--- config.mk ---
export PLATFORM = sky130hd
export DESIGN_NAME = three_wire_rtc_serial_master_unit
export DESIGN_NICKNAME = d
export VERILOG_FILES = /design/src/hw/rtl/twrtc_pkg.sv /design/src/hw/rtl/three_wire_rtc_serial_master_unit.sv
export SDC_FILE = /design/constraint.sdc
export NUM_CORES = 1
export LEC_CHECK = 0
export ABC_AREA = 1
export BUFFER_PORTS_ARGS = -buffer_cell sky130_fd_sc_hd__buf_2
export CAP_MARGIN = 20
export CORE_MARGIN = 4
export CORE_UTILIZATION = 55
export DETAILED_ROUTE_END_ITERATION = 10
export PLACE_DENSITY = 0.81
export SLEW_MARGIN = 40
export SYNTH_ARGS = -nofsm -noshare
export SYNTH_HDL_FRONTEND = slang
export SYNTH_SLANG_ARGS = --single-unit
--- constraint.sdc ---
create_clock -name clk -period 3.1 [get_ports clk]
set_input_delay 0 -clock clk [delete_from_list [all_inputs] [get_ports clk]]
set_output_delay 0 -clock clk [all_outputs]
set_load 0.01 [all_outputs]
--- src/hw/rtl/twrtc_pkg.sv ---
// Shared types and constants for the three-wire clock chip serial master.
package twrtc_pkg;

	// Default write buffer depth
	localparam int BUFFER_DEPTH_DEF = 31;

	// Request codes carried by req_type
	localparam logic [1:0] REQ_LOAD  = 2'd0;
	localparam logic [1:0] REQ_START = 2'd1;
	localparam logic [1:0] REQ_TICK  = 2'd2;

	// Configuration register byte addresses
	localparam int          CFG_AW        = 3;
	localparam logic [2:0]  CFG_HALF_ADDR = 3'd0;
	localparam logic [7:0]  HALF_RESET    = 8'd5;

	// Command byte fields
	localparam logic [4:0] BURST_ADDR = 5'h1F;
	localparam logic [2:0] LAST_BIT   = 3'd7;

	// Transfer phase, one-hot
	typedef enum logic [5:0] {
		PH_IDLE      = 6'b000001,
		PH_CMD_LOW   = 6'b000010,
		PH_CMD_HIGH  = 6'b000100,
		PH_DATA_LOW  = 6'b001000,
		PH_DATA_HIGH = 6'b010000,
		PH_FINAL     = 6'b100000
	} phase_t;

endpackage

--- src/hw/rtl/three_wire_rtc_serial_master_unit.sv ---
// Top level: three-wire clock chip serial master with APB setup port.
//
//   channel | handshake          | payload
//   --------+--------------------+------------------------------------------------
//   in      | in_valid/in_ready  | req_type buf_index buf_byte is_read to_ram
//           |                    | burst reg_address byte_count io_level
//   out     | out_valid/out_ready| ce_pin sck_pin io_out io_drive read_byte
//           |                    | read_valid read_position last_read busy_res
//   cfg     | psel/penable/pready| paddr pwdata prdata (half_period_ticks at 0x0)
//
// One word is taken per cycle while out_ready keeps up; its result appears in
// the next cycle from the result register, which is the only stage between the two sides.
// in_ready is high whenever the result register is empty or being taken.
// A stalled result holds the block state, so no word is lost or repeated.
// Reset clears all control state and pins (ce, sck, io low, io driven);
// the write buffer is not cleared.
module three_wire_rtc_serial_master_unit #(
	parameter int BUFFER_DEPTH = twrtc_pkg::BUFFER_DEPTH_DEF
) (
	input  logic                        clk,
	input  logic                        arst_n,
	// input words
	input  logic                        in_valid,
	output logic                        in_ready,
	input  logic [1:0]                  req_type,
	input  logic [4:0]                  buf_index,
	input  logic [7:0]                  buf_byte,
	input  logic                        is_read,
	input  logic                        to_ram,
	input  logic                        burst,
	input  logic [4:0]                  reg_address,
	input  logic [4:0]                  byte_count,
	input  logic                        io_level,
	// result words
	output logic                        out_valid,
	input  logic                        out_ready,
	output logic                        ce_pin,
	output logic                        sck_pin,
	output logic                        io_out,
	output logic                        io_drive,
	output logic [7:0]                  read_byte,
	output logic                        read_valid,
	output logic [4:0]                  read_position,
	output logic                        last_read,
	output logic                        busy_res,
	// configuration
	input  logic                        psel,
	input  logic                        penable,
	input  logic                        pwrite,
	input  logic [twrtc_pkg::CFG_AW-1:0] paddr,
	input  logic [31:0]                 pwdata,
	output logic [31:0]                 prdata,
	output logic                        pready
);
	import twrtc_pkg::*;

	localparam int IDX_W = (BUFFER_DEPTH > 1) ? $clog2(BUFFER_DEPTH) : 1;
	localparam int EXT_W = (IDX_W >= 5) ? IDX_W + 1 : 6;

	// State
	phase_t      phase_q;
	logic [7:0]  tick_q;
	logic [2:0]  bit_q;
	logic [4:0]  bidx_q;
	logic [4:0]  btot_q;
	logic [7:0]  shift_q;
	logic [7:0]  cmd_q;
	logic        ce_q, sck_q, io_q, drv_q;
	logic [7:0]  half_q;
	logic [7:0]  buf_q [BUFFER_DEPTH];

	// Result register
	logic        out_valid_q;
	logic [7:0]  rd_byte_q;
	logic        rd_valid_q;
	logic [4:0]  rd_pos_q;
	logic        rd_last_q;

	// Next state
	phase_t      n_phase;
	logic [7:0]  n_tick;
	logic [2:0]  n_bit;
	logic [4:0]  n_bidx;
	logic [4:0]  n_btot;
	logic [7:0]  n_shift;
	logic [7:0]  n_cmd;
	logic        n_ce, n_sck, n_io, n_drv;
	logic [7:0]  r_byte;
	logic        r_valid;
	logic [4:0]  r_pos;
	logic        r_last;

	logic        accept;
	logic        cfg_wr;
	logic [8:0]  tick_nx;
	logic [4:0]  bidx_inc;
	logic [4:0]  fetch_sel;
	logic [EXT_W-1:0] fetch_ext;
	logic [EXT_W-1:0] load_ext;
	logic [7:0]  fetch_byte;
	logic        load_hit;
	logic [4:0]  start_addr;
	logic [7:0]  sample_byte;
	logic [2:0]  bit_inc;

	assign in_ready = !out_valid_q || out_ready;
	assign accept   = in_valid && in_ready;

	// APB register port
	assign pready = 1'b1;
	assign cfg_wr = psel && penable && pwrite && pready;
	assign prdata = (paddr == CFG_HALF_ADDR) ? {24'd0, half_q} : 32'd0;

	always_ff @(posedge clk or negedge arst_n) begin
		if (!arst_n) begin
			half_q <= HALF_RESET;
		end else if (cfg_wr && paddr == CFG_HALF_ADDR) begin
			half_q <= pwdata[7:0];
		end
	end

	// Write buffer load and fetch
	assign load_ext  = EXT_W'(buf_index);
	assign load_hit  = load_ext < EXT_W'(BUFFER_DEPTH);
	assign bidx_inc  = bidx_q + 5'd1;
	assign fetch_sel = (phase_q == PH_CMD_HIGH) ? 5'd0 : bidx_inc;
	assign fetch_ext = EXT_W'(fetch_sel);
	assign fetch_byte = (fetch_ext < EXT_W'(BUFFER_DEPTH)) ?
		buf_q[fetch_ext[IDX_W-1:0]] : 8'd0;

	always_ff @(posedge clk) begin
		if (accept && req_type == REQ_LOAD && load_hit) begin
			buf_q[load_ext[IDX_W-1:0]] <= buf_byte;
		end
	end

	assign tick_nx    = {1'b0, tick_q} + 9'd1;
	assign start_addr = burst ? BURST_ADDR : reg_address;
	assign bit_inc    = bit_q + 3'd1;
	assign sample_byte = shift_q | ({7'd0, io_level} << bit_q);

	// Advance the transfer for one word
	always_comb begin
		n_phase = phase_q;
		n_tick  = tick_q;
		n_bit   = bit_q;
		n_bidx  = bidx_q;
		n_btot  = btot_q;
		n_shift = shift_q;
		n_cmd   = cmd_q;
		n_ce    = ce_q;
		n_sck   = sck_q;
		n_io    = io_q;
		n_drv   = drv_q;
		r_byte  = 8'd0;
		r_valid = 1'b0;
		r_pos   = 5'd0;
		r_last  = 1'b0;
		case (req_type)
			REQ_START: begin
				if (phase_q == PH_IDLE) begin
					n_cmd   = {1'b1, to_ram, start_addr, is_read};
					n_btot  = byte_count;
					n_bidx  = 5'd0;
					n_bit   = 3'd0;
					n_tick  = 8'd0;
					n_ce    = 1'b1;
					n_sck   = 1'b0;
					n_drv   = 1'b1;
					n_io    = is_read;
					n_phase = PH_CMD_LOW;
				end
			end
			REQ_TICK: begin
				if (phase_q != PH_IDLE) begin
					if (tick_nx < {1'b0, half_q}) begin
						n_tick = tick_nx[7:0];
					end else begin
						n_tick = 8'd0;
						case (phase_q)
							PH_CMD_LOW: begin
								n_sck   = 1'b1;
								n_phase = PH_CMD_HIGH;
							end
							PH_CMD_HIGH: begin
								if (bit_q == LAST_BIT) begin
									if (cmd_q[0]) begin
										n_io  = 1'b0;
										n_drv = 1'b0;
									end
									n_bidx = 5'd0;
									if (btot_q == 5'd0) begin
										n_ce    = 1'b0;
										n_phase = PH_FINAL;
									end else begin
										// enter first data bit
										n_phase = PH_DATA_LOW;
										n_sck   = 1'b0;
										n_bit   = 3'd0;
										if (cmd_q[0]) begin
											n_shift = 8'd0;
										end else begin
											n_shift = fetch_byte;
											n_io    = fetch_byte[0];
										end
									end
								end else begin
									n_bit   = bit_inc;
									n_sck   = 1'b0;
									n_io    = cmd_q[bit_inc];
									n_phase = PH_CMD_LOW;
								end
							end
							PH_DATA_LOW: begin
								if (cmd_q[0]) begin
									n_shift = sample_byte;
									if (bit_q == LAST_BIT) begin
										r_valid = 1'b1;
										r_byte  = sample_byte;
										r_pos   = bidx_q;
										r_last  = ({1'b0, bidx_q} + 6'd1) == {1'b0, btot_q};
									end
								end
								n_sck   = 1'b1;
								n_phase = PH_DATA_HIGH;
							end
							PH_DATA_HIGH: begin
								if (bit_q == LAST_BIT) begin
									n_bidx = bidx_inc;
									if (bidx_inc >= btot_q) begin
										n_ce    = 1'b0;
										n_phase = PH_FINAL;
									end else begin
										// enter next data byte
										n_phase = PH_DATA_LOW;
										n_sck   = 1'b0;
										n_bit   = 3'd0;
										if (cmd_q[0]) begin
											n_shift = 8'd0;
										end else begin
											n_shift = fetch_byte;
											n_io    = fetch_byte[0];
										end
									end
								end else begin
									n_bit = bit_inc;
									n_sck = 1'b0;
									if (!cmd_q[0]) begin
										n_io = shift_q[bit_inc];
									end
									n_phase = PH_DATA_LOW;
								end
							end
							default: begin
								n_phase = PH_IDLE;
							end
						endcase
					end
				end
			end
			default: begin
				// buffer loads and unused codes leave the transfer alone
			end
		endcase
	end

	// Register state on each accepted word
	always_ff @(posedge clk or negedge arst_n) begin
		if (!arst_n) begin
			phase_q <= PH_IDLE;
			tick_q  <= 8'd0;
			bit_q   <= 3'd0;
			bidx_q  <= 5'd0;
			btot_q  <= 5'd0;
			shift_q <= 8'd0;
			cmd_q   <= 8'd0;
			ce_q    <= 1'b0;
			sck_q   <= 1'b0;
			io_q    <= 1'b0;
			drv_q   <= 1'b1;
		end else if (accept) begin
			phase_q <= n_phase;
			tick_q  <= n_tick;
			bit_q   <= n_bit;
			bidx_q  <= n_bidx;
			btot_q  <= n_btot;
			shift_q <= n_shift;
			cmd_q   <= n_cmd;
			ce_q    <= n_ce;
			sck_q   <= n_sck;
			io_q    <= n_io;
			drv_q   <= n_drv;
		end
	end

	// Hold the result until taken
	always_ff @(posedge clk or negedge arst_n) begin
		if (!arst_n) begin
			out_valid_q <= 1'b0;
		end else if (accept) begin
			out_valid_q <= 1'b1;
		end else if (out_ready) begin
			out_valid_q <= 1'b0;
		end
	end

	always_ff @(posedge clk) begin
		if (accept) begin
			rd_byte_q  <= r_byte;
			rd_valid_q <= r_valid;
			rd_pos_q   <= r_pos;
			rd_last_q  <= r_last;
		end
	end

	// Pins follow the state, which only moves together with the result
	assign out_valid     = out_valid_q;
	assign ce_pin        = ce_q;
	assign sck_pin       = sck_q;
	assign io_out        = io_q;
	assign io_drive      = drv_q;
	assign busy_res      = (phase_q != PH_IDLE);
	assign read_byte     = rd_byte_q;
	assign read_valid    = rd_valid_q;
	assign read_position = rd_pos_q;
	assign last_read     = rd_last_q;

endmodule

==> metrics <==
outcome complete, no violations; CTS tree done; DRC violations left 0; DR vias 10570; capturing point of the worst reg2reg path bit_q[0]; Iter 0 DRT Violations 1262; DR WL/cell 18.73 um; Routed WL about 34 mm; Initial Utilization 56.42%; I/O Pins between 100 and 150; Mean Syn Cell Area 10.81 um2; Netlist cell types 50; Die Width 169.6 um; H-tree levels 1; Routed Antenna Nets 0; antenna violations before repair 1; R2R cell count 15; Mapped Cells 1329; most frequent cells in the layout nand2_1 (317), edfxtp_1 (263), nand3_1 (109); Antenna diodes 0; grt total ovfl 0; Port Buffers 76; routability cong. around 0.9; area grow syn2layout 16.20%; vias in the first global route 10350; Post-synth EDFFs between 200 and 300; fill count 1803; cell taking the most area after synthesis edfxtp_1; Startpoint Class register; Final Setup Violations 0; Vias per Instance 5.819; Die Y 169.6 um; top cells by area, synth edfxtp_1 (55%), dfrtp_1 (9.1%), nand2_1 (8.3%); worst slack at placement around 110 ps; # Max-Cap Violations 0; fraction of layout cells with a size suffix above 1 ~15%; Final Util around 66%; die area 0.02878 mm2; mapped cell area 0.01437 mm2; gr usage total 23.40%; CTS Root Cell clkbuf_16; crit-path max FO 6; final period utilization 94.30%; global-route wire length before repair 53.74 mm; Initial DRT Pass Iterations 5; Clock transition at path regs ~60 ps; Core ar. between 0.02 and 0.03 mm2; Crit. End Element register; r2r startpoint bidx_q[0]; total CTS buffers 31; slack of the worst reg-to-reg path approximately 180 ps; setup ws final 176.8 ps; VDD IR max 0.0005099 V; register area share after synthesis between 60% and 70%; # rows 58; LEAKAGE 6.589 nW; critical path arrival around 3400 ps; commonest non-fill, non-tap cell in the layout nand2_1; flop and latch count out of synthesis ~320; Final HPWL DP 20.71 mm; pwr/cell area 655.0 mW/mm2; Top FF cell, synth edfxtp_1; Hold/Removal Path Class in2reg; latest clock arrival within the worst-skew pair 570 ps; Achievable Freq 342.1 MHz; crit path kind reg2reg; Multi-input gate area 0.004342 mm2; Min-Delay Endpoint read_byte[5]; critical path launch point bidx_q[0]; clk buf depth 3; Async SR Flop Fraction between 10% and 20%; minimum clock period after layout 2923 ps; Critical Path RT 3570 ps; Storage cell area 0.009305 mm2; Sink Count 319; Slew Viols, Final 0; largest net degree at the start of global routing 68; Rel. slew slack 46.82%; skew final 13.63 ps; Hold Crit Depth 5; # nets final about 1600; worst slew pin tran 794.7 ps; Hold Crit Start io_level; Hold Vio Cnt, Final 0; top cell type's share of synthesized area between 50% and 60%; Min Hold Slack around 43 ps; warnings from Yosys 0
[power breakdown]
part / switching (W) / internal (W) / total [W]
Sequential: 0.000119 / 0.00483 / 0.00495
Combinational: 0.00139 / 0.000691 / 0.00208
Clock: 0.00159 / 0.00233 / 0.00391
[layer usage]
metal / vias to the layer above / global-route usage, % / wire (um)
li1: 4885 / - / -
met1: 5029 / 30.82 / 13280
met2: 550 / 39.53 / 16530
met3: 107 / 4.868 / 3042
met4: 2 / 6.965 / 1159
met5: - / 0 / 13
[how the worst max path moves through the flow]
stage                      end  slack, ps  cells after the start
CTS                  bidx_q[2]         80                     18
finish                bit_q[0]        180                     15
floorplan           shift_q[0]        470                     16
global placement     bidx_q[4]        210                     18
global route        shift_q[6]         -4                     16
detailed placement   bidx_q[1]        110                     18
[critical path, stage by stage, from the launching register on]
cell,delay (ps)
dfrtp_2,460
ha_1,250
xnor2_1,320
inv_1,140
ha_1,340
nand2_1,80
o21ai_0,200
nand2_1,90
and2_1,170
nor2_1,200
nand2_1,80
nand2_1,160
nor2_1,70
nand2_2,120
nand2_1,60
o21ai_0,100
[sequential cells by signal, summed over array words and instances (netlist names), 3 cells and up]
register / count
bidx_q: 5
bit_q: 3
btot_q: 5
buf_q: 248
cmd_q: 8
half_q: 8
phase_q: 6
read_byte: 8
read_position: 5
shift_q: 8
tick_q: 8
[cell usage after synthesis (all sizes together), types with 7 or more instances]
library cell / count
nand2: 321
edfxtp: 263
nand3: 114
nor2: 112
inv: 93
a21oi: 81
o21ai: 68
buf: 62
dfrtp: 52
a32oi: 35
clkbuf: 25
ha: 19
nor3: 13
a32o: 8
nand4: 8
o211ai: 8
xor2: 7
[area by class of cell]
cell class,count,share of cell area (%)
clock buffers,32,4.668
repair buffers,164,7.298
flip-flops and latches,319,55.72
clock inverters,26,1.731
multi-input cells,853,26.00
well taps,330,2.473
inverters,93,2.106
[logic make-up (layout without fill, tap and decap cells)]
family	count (synthesis)	after routing	synth area share (%)
buffers and inverters	180	315	6.112
DFF	319	319	64.75
muxes	1	1	0.07836
adders and majority gates	19	19	1.654
other	2	25	0.05226
xor gates and xnor gates	8	8	0.4876
AOI/OAI and AO/OA	222	222	9.769
and+or+nand+nor	578	578	17.10
[repair_timing]
action / 4_1_cts / 5_1_grt
buffers inserted: 0 / 0
setup endpoints to repair: 0 / 25
gates resized for setup: 0 / 9
hold endpoints to repair: 274 / 1
hold buffers: 51 / 2
[through the flow]
step / setup TNS, ps / cell area, um2 / power, W / std cells
2_1_floorplan: 0 / 14460 / 0.006388 / 1352
3_3_place_gp: 0 / 15050 / 0.006914 / 1706
3_5_place_dp: 0 / 15050 / 0.006982 / 1706
4_1_cts: 0 / 16630 / 0.01091 / 1815
5_1_grt: -4.423 / 16700 / 0.01140 / 1817
6_report: 0 / 16700 / 0.01094 / 1817
(Power assumes the default switching activity.)
